## src/plae_pkg.sv

```systemverilog
`timescale 1ns / 1ps
// plae_pkg: op codes, FSM state type and fixed constants for the tone table engine.
// No dependencies.
package plae_pkg;

  typedef logic [2:0] op_code_t;

  localparam op_code_t OP_IDENT = 3'd0;
  localparam op_code_t OP_ADD   = 3'd1;
  localparam op_code_t OP_DIM   = 3'd2;
  localparam op_code_t OP_CUP   = 3'd3;
  localparam op_code_t OP_CDN   = 3'd4;
  localparam op_code_t OP_INV   = 3'd5;
  localparam op_code_t OP_PIX   = 3'd6;

  localparam int PIX_MAX  = 255;
  localparam int CTR_CAP  = 127;
  localparam int DVS_W    = 8;

  typedef enum logic [2:0] {
    ST_IDLE,
    ST_INIT,
    ST_RD,
    ST_EVAL,
    ST_DIVGO,
    ST_DIV
  } state_t;

endpackage

```

## src/plae_div.sv

```systemverilog
`timescale 1ns / 1ps
// plae_div: unsigned restoring divider, one quotient bit per cycle, 8-bit divisor.
// Depends on plae_pkg.
module plae_div #(
  parameter int DIV_W = 28
) (
  input  logic                        clk,
  input  logic                        rst_n,
  input  logic                        start,
  input  logic [DIV_W-1:0]            dividend,
  input  logic [plae_pkg::DVS_W-1:0]  divisor,
  output logic                        done,
  output logic [DIV_W-1:0]            quotient
);
  import plae_pkg::*;

  localparam int CW = $clog2(DIV_W + 1);

  logic             busy_r, busy_nxt;
  logic             done_r, done_nxt;
  logic [CW-1:0]    cnt_r, cnt_nxt;
  logic [DVS_W-1:0] rem_r, rem_nxt;
  logic [DVS_W-1:0] dvs_r, dvs_nxt;
  logic [DIV_W-1:0] quo_r, quo_nxt;
  logic [DVS_W:0]   trial;
  logic [DVS_W:0]   diff;
  logic             ge;

  assign trial = {rem_r, quo_r[DIV_W-1]};
  assign ge    = trial >= {1'b0, dvs_r};
  assign diff  = trial - {1'b0, dvs_r};

  always_comb begin
    busy_nxt = busy_r;
    done_nxt = 1'b0;
    cnt_nxt  = cnt_r;
    rem_nxt  = rem_r;
    dvs_nxt  = dvs_r;
    quo_nxt  = quo_r;
    if (start) begin
      busy_nxt = 1'b1;
      cnt_nxt  = CW'(DIV_W);
      rem_nxt  = '0;
      dvs_nxt  = divisor;
      quo_nxt  = dividend;
    end else if (busy_r) begin
      rem_nxt = ge ? diff[DVS_W-1:0] : trial[DVS_W-1:0];
      quo_nxt = {quo_r[DIV_W-2:0], ge};
      cnt_nxt = cnt_r - CW'(1);
      if (cnt_r == CW'(1)) begin
        busy_nxt = 1'b0;
        done_nxt = 1'b1;
      end
    end
  end

  always_ff @(posedge clk) begin
    if (!rst_n) begin
      busy_r <= 1'b0;
      done_r <= 1'b0;
      cnt_r  <= '0;
    end else begin
      busy_r <= busy_nxt;
      done_r <= done_nxt;
      cnt_r  <= cnt_nxt;
    end
    rem_r <= rem_nxt;
    dvs_r <= dvs_nxt;
    quo_r <= quo_nxt;
  end

  assign done     = done_r;
  assign quotient = quo_r;

endmodule

```

## config.mk

```make
export PLATFORM = sky130hd
export DESIGN_NAME = plae_div
export DESIGN_NICKNAME = d
export VERILOG_FILES = /design/src/plae_pkg.sv /design/src/plae_div.sv
export SDC_FILE = /design/constraint.sdc
export NUM_CORES = 1
export LEC_CHECK = 0
export ABC_AREA = 1
export ABC_CLOCK_PERIOD_IN_PS = 4300
export BUFFER_PORTS_ARGS = -buffer_cell sky130_fd_sc_hd__buf_2
export CAP_MARGIN = 40
export CORE_MARGIN = 2
export CORE_UTILIZATION = 54
export CTS_BUF_LIST = sky130_fd_sc_hd__clkbuf_4 sky130_fd_sc_hd__clkbuf_8 sky130_fd_sc_hd__clkbuf_16
export DETAILED_ROUTE_END_ITERATION = 7
export PLACE_DENSITY = 0.86
export SLEW_MARGIN = 20
export SYNTH_ARGS = -nofsm -noshare
export SYNTH_HDL_FRONTEND = slang
export SYNTH_SLANG_ARGS = --single-unit
export TNS_END_PERCENT = 20
```

## constraint.sdc

```tcl
create_clock -name clk -period 4.3 [get_ports clk]
set_input_delay 0.43 -clock clk [delete_from_list [all_inputs] [get_ports clk]]
set_output_delay 0.43 -clock clk [all_outputs]
set_load 0.01 [all_outputs]
```

Word level (Yosys, flattened, before mapping)
Index checks and enable logic that the tools add are counted.
Widths: inputs -> output; s select.
{"block": "op_classes", "addsub": 2, "order_cmp": 1, "n_eq_ne": 1, "n_mux": 9, "n_bitwise": 2, "n_reduce_logical": 3}
{"op": "$mux 28", "count": 2}
{"op": "$mux 5", "count": 2}
{"op": "$ge 9x8->1", "count": 1}
{"op": "$mux 8", "count": 1}
{"op": "$sub 8x8->8", "count": 1}
{"op": "$eq 5x1->1 const B", "count": 1}
{"op": "$sub 5x1->5 const B", "count": 1}
{"op": "$mux 1", "count": 4}
{"op": "$reduce_or 3->1", "count": 1}
{"op": "$not 1->1", "count": 2}
{"op": "$reduce_bool 2->1", "count": 1}
{"op": "$reduce_or 2->1", "count": 1}
{"block": "word_totals", "ff_bits": 51, "inputBits": 39, "output_inout_bits": 29}

Logic depth before layout (Yosys ltp)
Gate-level depths: netlist of the first run.
{"block": "logic_depth", "word_depth": 4, "mapped_depth": 13, "mapped_depth_nobuf": 13}

Least setup slack after synthesis of the first run
OpenSTA, ideal clock, no wires.
{"block": "synth_path", "path_kind": "register -> register", "from": "register quo_r[27], in the netlist quotient[27]", "to": "register rem_r[4]", "setup_ps": 59, "t_arrival_ps": 1607, "t_required_ps": 4241, "setup_slack_ps": 2633, "stages_incl_launch_ff": 12, "period_less_slack_ps": 1667, "cell_sequence": "edfxtp_1 -> inv_1 -> ha_1 -> fa_1 -> inv_1 -> nand3_1 -> nand3_1 -> xor2_1 -> inv_1 -> nand2_1 -> nand3_1 -> nand2_1"}
{"block": "synth_between", "elab_chain_len": 2, "word_cells_on_any_way": 3, "cone_classes": "add/sub (1); order compare (1); mux (1)"}
{"item": "start: declaration", "line": "plae_div.sv:24", "rtl": "logic [DIV_W-1:0] quo_r, quo_nxt;"}
{"item": "start signal: assignment", "line": "plae_div.sv:69", "rtl": "quo_r <= quo_nxt;"}
{"item": "$sub 8x8->8 / $ge 9x8->1 (equally long branches)", "line": "plae_div.sv:31, plae_div.sv:30"}
{"item": "$mux 8 *", "line": "plae_div.sv:47", "rtl": "rem_nxt = ge ? diff[DVS_W-1:0] : trial[DVS_W-1:0];"}
{"item": "end signal: assignment", "line": "plae_div.sv:67", "rtl": "rem_r <= rem_nxt;"}
{"item": "end: declaration", "line": "plae_div.sv:22", "rtl": "logic [DVS_W-1:0] rem_r, rem_nxt;"}
Mark *: on every way between the ends. The rest lies on a longest branch, timed or not.
A chain may end at the register's enable or synchronous reset.

Final worst setup path of the first run
{"block": "layout_path", "from": "input port start", "to": "register quo_r[8], in the netlist quotient[8], enable pin"}
{"block": "layout_between", "elab_chain_len": 1}
{"item": "start: declaration", "line": "plae_div.sv:9", "rtl": "input logic start,"}
{"item": "$reduce_bool 2->1 (no source line)"}
No other way between the ends.

==> results of run 1 <==
[synthesized netlist by cell type (all sizes together)]
cell type,number
a211oi,1
a21boi,1
a21oi,5
a31oi,1
and2,1
buf,4
clkbuf,5
clkinv,2
dfxtp,15
edfxtp,36
fa,1
ha,10
inv,34
nand2,141
nand3,22
nand3b,6
nand4,3
nor2,16
nor3,2
o211ai,1
o21ai,4
or2,2
xor2,3
[worst min-delay path by stage]
stage,endpoint,slack (ns),start
after floorplan,rem_r[7],0.44,rem_r[7]
after global placement,rem_r[2],0.46,rem_r[2]
after detailed placement,rem_r[3],0.46,rem_r[3]
after CTS,dvs_r[2],0.29,divisor[2]
after global routing,dvs_r[5],0.29,divisor[5]
final,dvs_r[0],0.30,divisor[0]
[metrics by stage]
stage	setup slack, ns	power [mW]	std cells	hold slack, ns	util [%]
3_5_place_dp	2.01	0.810	441	0.461	64.2
6_report	2.31	1.15	449	0.302	66.7
4_1_cts	2.34	1.15	449	0.290	66.7
3_3_place_gp	2.07	0.803	441	0.461	64.2
2_1_floorplan	2.63	0.737	316	0.440	-
5_1_grt	2.19	1.20	449	0.291	66.7
[power by group through the flow]
stage               clock network, mW  logic (mW)  registers, mW
floorplan                           0       0.119          0.618
global placement                    0       0.194          0.609
detailed placement                  0       0.202          0.608
CTS                             0.349       0.202          0.599
global route                    0.364       0.228          0.604
finish                          0.345       0.201          0.599
[layout make-up]
class / count / area [µm²] / area share, %
clock buffer: 6 / 82.6 / 2.62
clock inverter: 2 / 35.0 / 1.11
inverter: 36 / 135 / 4.29
multi-input combinational: 220 / 1100 / 34.8
sequential: 51 / 1380 / 43.8
tap: 67 / 83.8 / 2.66
timing repair buffer: 67 / 335 / 10.6
[routing by layer]
metal,global-route usage [%],vias up,wire length [µm]
met2,34.8,91,2580
met4,11.7,0,167
li1,-,1135,-
met1,29.1,997,2570
met3,5.42,19,374
met5,0,-,0
[flip-flops by register name, indices dropped and copies added, names as in the netlist]
register,cells
busy_r,1
done,1
cnt_r,5
rem_r,8
quotient,28
dvs_r,8
[logic make-up (layout without fill, tap and decap cells)]
kind of cell / Yosys count / count (layout)
compound gates: 13 / 13
xor+xnor: 3 / 3
fa+ha+maj: 11 / 11
buf+inv: 45 / 111
flops: 51 / 51
simple gates: 193 / 193
==> reports/qor.yml, run 1 <==
status: "complete, no violations"
cts_htree_levels: 2
crit_chain: "buf_2 > nor2_1 > inv_2"
p_clk_share_pct: 30.1
avgSynthCellArea_um2: 8.41
r2r_slack_ns: 2.52
fp.dieH_um: 74.2
cp-endpoint: "quotient[8]"
power_frac_seq_pct: 52.3
area.growth.synth_to_final_pct: 18.5
period_needed_ns: 1.99
startpoint: "start"
setup_viol: 0
irDropWorstVdd_uv: 260
path_delay_family: "buffers and inverters"
clockRootBuffer: "clkbuf_8"
arrival_ns: 1.93
portBuffers: 67
cts-resized-gates: 0
combPwrFrac_pct: 17.6
required_ns: 4.24
grt_max_degree: 42
clk_path_buf_depth: 2
drive_above_1_share_pct: 23.8
fin_nets: 431
crit_fanout: 41
synth_area_mm2: 0.00266
drtPass1Iterations: 4
fp.dieW_um: 74.2
cts_tree: "yes"
hold_buffers: 0
antenna_found_initial: 0
coreArea_mm2: 0.00472
rows: 25
ant_nets: 0
critPathKind: "in2reg"
synth_nets: 366
synth.area.top_cells: "edfxtp_1 (41%), nand2_1 (19%), dfxtp_1 (11%)"
dpl.hpwl_um: 4180
cts-buffers-inserted: 5
gp_congestion: 0.854
r2r_cells: 11
power.share.switching_pct: 26.5
wire_per_inst_um: 12.7
path_depth: 3
synth_area_leader_cell: "edfxtp_1"
synth-compound-area-share_pct: 2.92
drt_wl_total_um: 5690
via_per_inst: 4.99
clk_pin_slew_worst_paths_ns: 0.09
worst_slew_pin_slew_ns: 0.875
finalCritPeriodShare_pct: 46.2
slowest_stage: "buf_2"
synth_xor_area_share_pct: 0.988
max_slew_margin_pct: 41.6
path_buf_inv: 2
post-cts-setup-buffers: 0
leakage_nw: 1.65
r2r_end: "rem_r[4]"
synthCells: 316
vias: 2242
r2r-start: "quotient[27]"
hold_class: "in2reg"
critPathMaxStageDelay_ns: 0.57
overflow: 0
drv_cap: 0
p_sw_mw: 0.304
nFillCells: 359
synthSimpleGateAreaFrac_pct: 31.9
drc: 0
final.setup_skew_ns: 0.00672
placed_area_mm2: 0.00303
synth_cell_types: 34
tns_ns: 0
start_util_pct: 56.3
hold_depth: 1
grt_usage_pct: 22.4
p_int_mw: 0.841
hold_violations: 0
cp-start-kind: "input port"
dieArea_mm2: 0.00550
grt_pass1_wl_um: 9290
synth-seq-cells: 51
synthAdderAreaFrac_pct: 5.46
muxShareOfSynthArea_pct: 0
rsz0062_at_grt: "no"
first_global_vias: 2108
final_cell_mix: "nand2_1 (138), buf_2 (67), edfxtp_1 (36), inv_1 (31), nand3_1 (20)"
synth_top_family_by_area: "simple AND/OR/NAND/NOR gates"
drt_iter0_markers: 166
io_pins: 68
power_density_mw_per_mm2: 364
maxSlewViolCount: 0
yosysWarnings: 0
cts.sinks: 51
critPathCaptureType: "flip-flop"
fmaxAchievable_mhz: 503
antenna_cells: 0
synth_top_area_share_pct: 40.7
layout_commonest_cell: "nand2_1"
yosysSeqAreaShare_pct: 52.0
clk_latency_ns: 0.30
fin_area_mm2: 0.00315
Note: power is estimated with default switching activity, not from simulation.
==> run 2, diff against run 1 <==
--- a/config.mk
+++ b/config.mk
@@ -5,15 +5,15 @@
 export SDC_FILE = /design/constraint.sdc
 export NUM_CORES = 1
 export LEC_CHECK = 0
-export ABC_AREA = 1
-export ABC_CLOCK_PERIOD_IN_PS = 4300
+export ABC_AREA = 0
+export ABC_CLOCK_PERIOD_IN_PS = 1830
 export BUFFER_PORTS_ARGS = -buffer_cell sky130_fd_sc_hd__buf_2
 export CAP_MARGIN = 40
 export CORE_MARGIN = 2
-export CORE_UTILIZATION = 54
+export CORE_UTILIZATION = 52
 export CTS_BUF_LIST = sky130_fd_sc_hd__clkbuf_4 sky130_fd_sc_hd__clkbuf_8 sky130_fd_sc_hd__clkbuf_16
 export DETAILED_ROUTE_END_ITERATION = 7
-export PLACE_DENSITY = 0.86
+export PLACE_DENSITY = 0.84
 export SLEW_MARGIN = 20
 export SYNTH_ARGS = -nofsm -noshare
 export SYNTH_HDL_FRONTEND = slang
==> constraint.sdc (replaced) <==
create_clock -name clk -period 1.83 [get_ports clk]
set_input_delay 0.183 -clock clk [delete_from_list [all_inputs] [get_ports clk]]
set_output_delay 0.183 -clock clk [all_outputs]
set_load 0.01 [all_outputs]
==> reports/qor.yml, run 2 <==
cp-start-kind: "flip-flop"  # was input port
grt_pass1_wl_um: 7710  # was 9290 µm
ys_top_cells_by_count: "edfxtp_1 (36), mux2_2 (28), nor2_1 (19), dfxtp_1 (15), inv_1 (14)"  # was nand2_1 (138), edfxtp_1 (36), inv_1 (31), nand3_1 (20), dfxtp_1 (15)
synth_top_family_by_area: "multiplexers"  # was simple AND/OR/NAND/NOR gates
power_density_mw_per_mm2: 817  # was 364 mW/mm²
cts_htree_levels: 2  # unchanged
fp.dieH_um: 73.3  # was 74.2 µm
final_cell_mix: "buf_2 (67), edfxtp_1 (36), mux2_2 (28), nor2_1 (19), dfxtp_1 (15)"  # was nand2_1 (138), buf_2 (67), edfxtp_1 (36), inv_1 (31), nand3_1 (20)
setup_viol: 1  # was 0
antenna_cells: 0  # unchanged
ant_nets: 0  # unchanged
area.growth.synth_to_final_pct: 24.3  # was 18.5%
synth.most_common_cell: "edfxtp_1"  # was nand2_1
r2r_end: "rem_r[6]"  # was rem_r[4]
grt_max_degree: 24  # was 42
hold_buffers: 0  # unchanged
fp.dieW_um: 73.3  # was 74.2 µm
synth-main-ff-cell: "edfxtp_1"  # unchanged
period_needed_ns: 1.91
yosysSeqAreaShare_pct: 55.3  # was 52.0%
tns_ns: -0.0765  # was 0 ns
fmaxAchievable_mhz: 525
synth.area.top_cells: "edfxtp_1 (43%), mux2_2 (13%), dfxtp_1 (12%)"  # was edfxtp_1 (41%), nand2_1 (19%), dfxtp_1 (11%)
crit_fanout: 3  # was 41
status: "finished with violations"  # was complete, no violations
synth_edf_count: 36  # unchanged
coreArea_mm2: 0.00469  # was 0.00472 mm²
violations: "negative setup slack"
nFillCells: 354  # was 359
rows: 25  # unchanged
final.setup_skew_ns: 0.00754  # was 0.00672 ns
dr_wl_met3_um: 301  # was 374 µm
clk_latency_ns: 0.30  # about the same
drive_above_1_share_pct: 47.9  # was 23.8%
yosysWarnings: 0  # unchanged
synthCells: 199  # was 316
antenna_found_initial: 0  # unchanged
synth-compound-area-share_pct: 7.62  # was 2.92%
via_per_inst: 5.30  # was 4.99
holdPathEnd: "dvs_r[1]"  # was dvs_r[0]
synth_xor_area_share_pct: 3.16  # was 0.988%
synthAdderAreaFrac_pct: 5.81  # was 5.46%
r2r-start: "quotient[27]"  # unchanged
hold_depth: 1  # unchanged
synth_cell_types: 40  # was 34
muxShareOfSynthArea_pct: 14.8  # was 0%
dp_cells: 327  # was 441
synth_top_area_share_pct: 43.3  # was 40.7%
drt_wl_total_um: 4910  # was 5690 µm
dpl.hpwl_um: 3670  # was 4180 µm
dieArea_mm2: 0.00537  # was 0.00550 mm²
start_util_pct: 53.2  # was 56.3%
gp_congestion: 0.872  # was 0.854
first_global_vias: 1715  # was 2108
grt_usage_pct: 19.0  # was 22.4%
maxSlewViolCount: 0  # unchanged
fin_nets: 331  # was 431
drv_cap: 0  # unchanged
highest_layer: "met4"  # unchanged
cts.sinks: 51  # unchanged
setup_ws_ns: -0.0765  # was 2.31 ns
hold_class: "in2reg"  # unchanged
avgSynthCellArea_um2: 12.5  # was 8.41 µm²
hold_violations: 0  # unchanged
synth_area_leader_cell: "edfxtp_1"  # unchanged
rsz0062_at_grt: "yes"  # was no
drt-met1-wl_um: 2140  # was 2570 µm
synth_area_mm2: 0.00250  # was 0.00266 mm²
critPathKind: "reg2reg"  # was in2reg
hp-start: "divisor[1]"  # was divisor[0]
leakage_nw: 1.32  # was 1.65 nW
required_ns: 2.06  # was 4.24 ns
arrival_ns: 2.14  # was 1.93 ns
io_pins: 68  # unchanged
finalCritPeriodShare_pct: 104
clk_pin_slew_worst_paths_ns: 0.10  # was 0.09 ns
met2_length_um: 2390  # was 2580 µm
critPathCaptureType: "flip-flop"  # unchanged
overflow: 0  # unchanged
irDropWorstVdd_uv: 583  # was 260 µV
vias: 1780  # was 2242
worst_slew_pin_slew_ns: 0.635  # was 0.875 ns
portBuffers: 67  # unchanged
holdWs_ns: 0.0443  # was 0.302 ns
wire_per_inst_um: 14.6  # was 12.7 µm
clockRootBuffer: "clkbuf_8"  # unchanged
synth-seq-cells: 51  # unchanged
clk_path_buf_depth: 2  # unchanged
largest_register_ffs: 28  # unchanged
cts_tree: "yes"  # unchanged
layout_commonest_cell: "buf_2"  # was nand2_1
synth_nets: 249  # was 366
drtPass1Iterations: 4  # unchanged
ys_async_sr_fraction_pct: 0  # unchanged
drt_iter0_markers: 89  # was 166
drc: 0  # unchanged
cts-buffers-inserted: 5  # unchanged
max_slew_margin_pct: 57.5  # was 41.6%
r2r_slack_ns: -0.08  # was 2.52 ns
r2r_cells: 8  # was 11
synthSimpleGateAreaFrac_pct: 9.77  # was 31.9%
final_cells: 336  # was 449
[run 2: routing by layer]
| metal | global-route usage [%] | vias up |
|---|---|---|
| li1 | - | 878 |
| met1 | 24.9 | 845 |
| met2 | 30.5 | 52 |
| met3 | 5.62 | 5 |
| met4 | 6.06 | 0 |
| met5 | 0 | - |
[run 2: final cells by class]
type	count	area [µm²]	share of cell area, %
Clock buffer	5	68.8	2.22
Clock inverter	3	18.8	0.605
Inverter	14	52.6	1.69
Multi-Input combinational cell	128	1070	34.6
Sequential cell	51	1380	44.5
Tap cell	54	67.6	2.18
Timing Repair Buffer	81	440	14.2
[run 2: report_power, final]
part	switching (mW)	internal, mW	total [mW]
registers	0.0515	1.35	1.40
logic	0.235	0.243	0.478
clock network	0.386	0.270	0.656
total	0.673	1.86	2.54
[run 2: stage by stage]
stage	util (%)	cell area, µm²	power, mW	setup WS [ns]
detailed placement	63.5	2980	1.89	-0.108
global placement	63.5	2980	1.87	-0.0322
floorplan	-	2510	1.71	-0.0858
finish	66.2	3100	2.54	-0.0765
global route	66.2	3100	2.64	-0.148
CTS	65.7	3080	2.54	-0.0659
[run 2: worst max-delay path: stages (launching register included)]
cell      delay [ns]
edfxtp_1        0.41
inv_2           0.09
ha_4            0.14
fa_2            0.20
nand2b_4        0.13
a21oi_2         0.05
or4b_1          0.46
and4_1          0.17
o31ai_2         0.17
[run 2: repair_timing]
action                     in CTS  in global routing
setup buffers                   1                  0
gates resized for setup         2                  4
setup endpoints to repair       1                  9
pin swaps                       1                  1
[run 2: cell families (layout without fill, tap and decap cells)]
logic type               after synthesis  count (layout)
AO/OA/AOI/OAI                         25              25
XOR/XNOR                               9               9
adder cells (fa/ha/maj)               11              11
buffers and inverters                 20             103
flip-flops                            51              51
multiplexers                          33              33
AND/OR/NAND/NOR                       50              50
[run 2: worst max path at each step]
stage / startpoint / endpoint / slack (ns) / cells past startpoint
floorplan: quotient[27] / rem_r[6] / -0.09 / 8
global placement: quotient[27] / rem_r[6] / -0.03 / 8
detailed placement: quotient[27] / rem_r[6] / -0.11 / 8
CTS: quotient[27] / rem_r[6] / -0.07 / 8
global route: quotient[27] / rem_r[6] / -0.15 / 8
finish: quotient[27] / rem_r[6] / -0.08 / 8
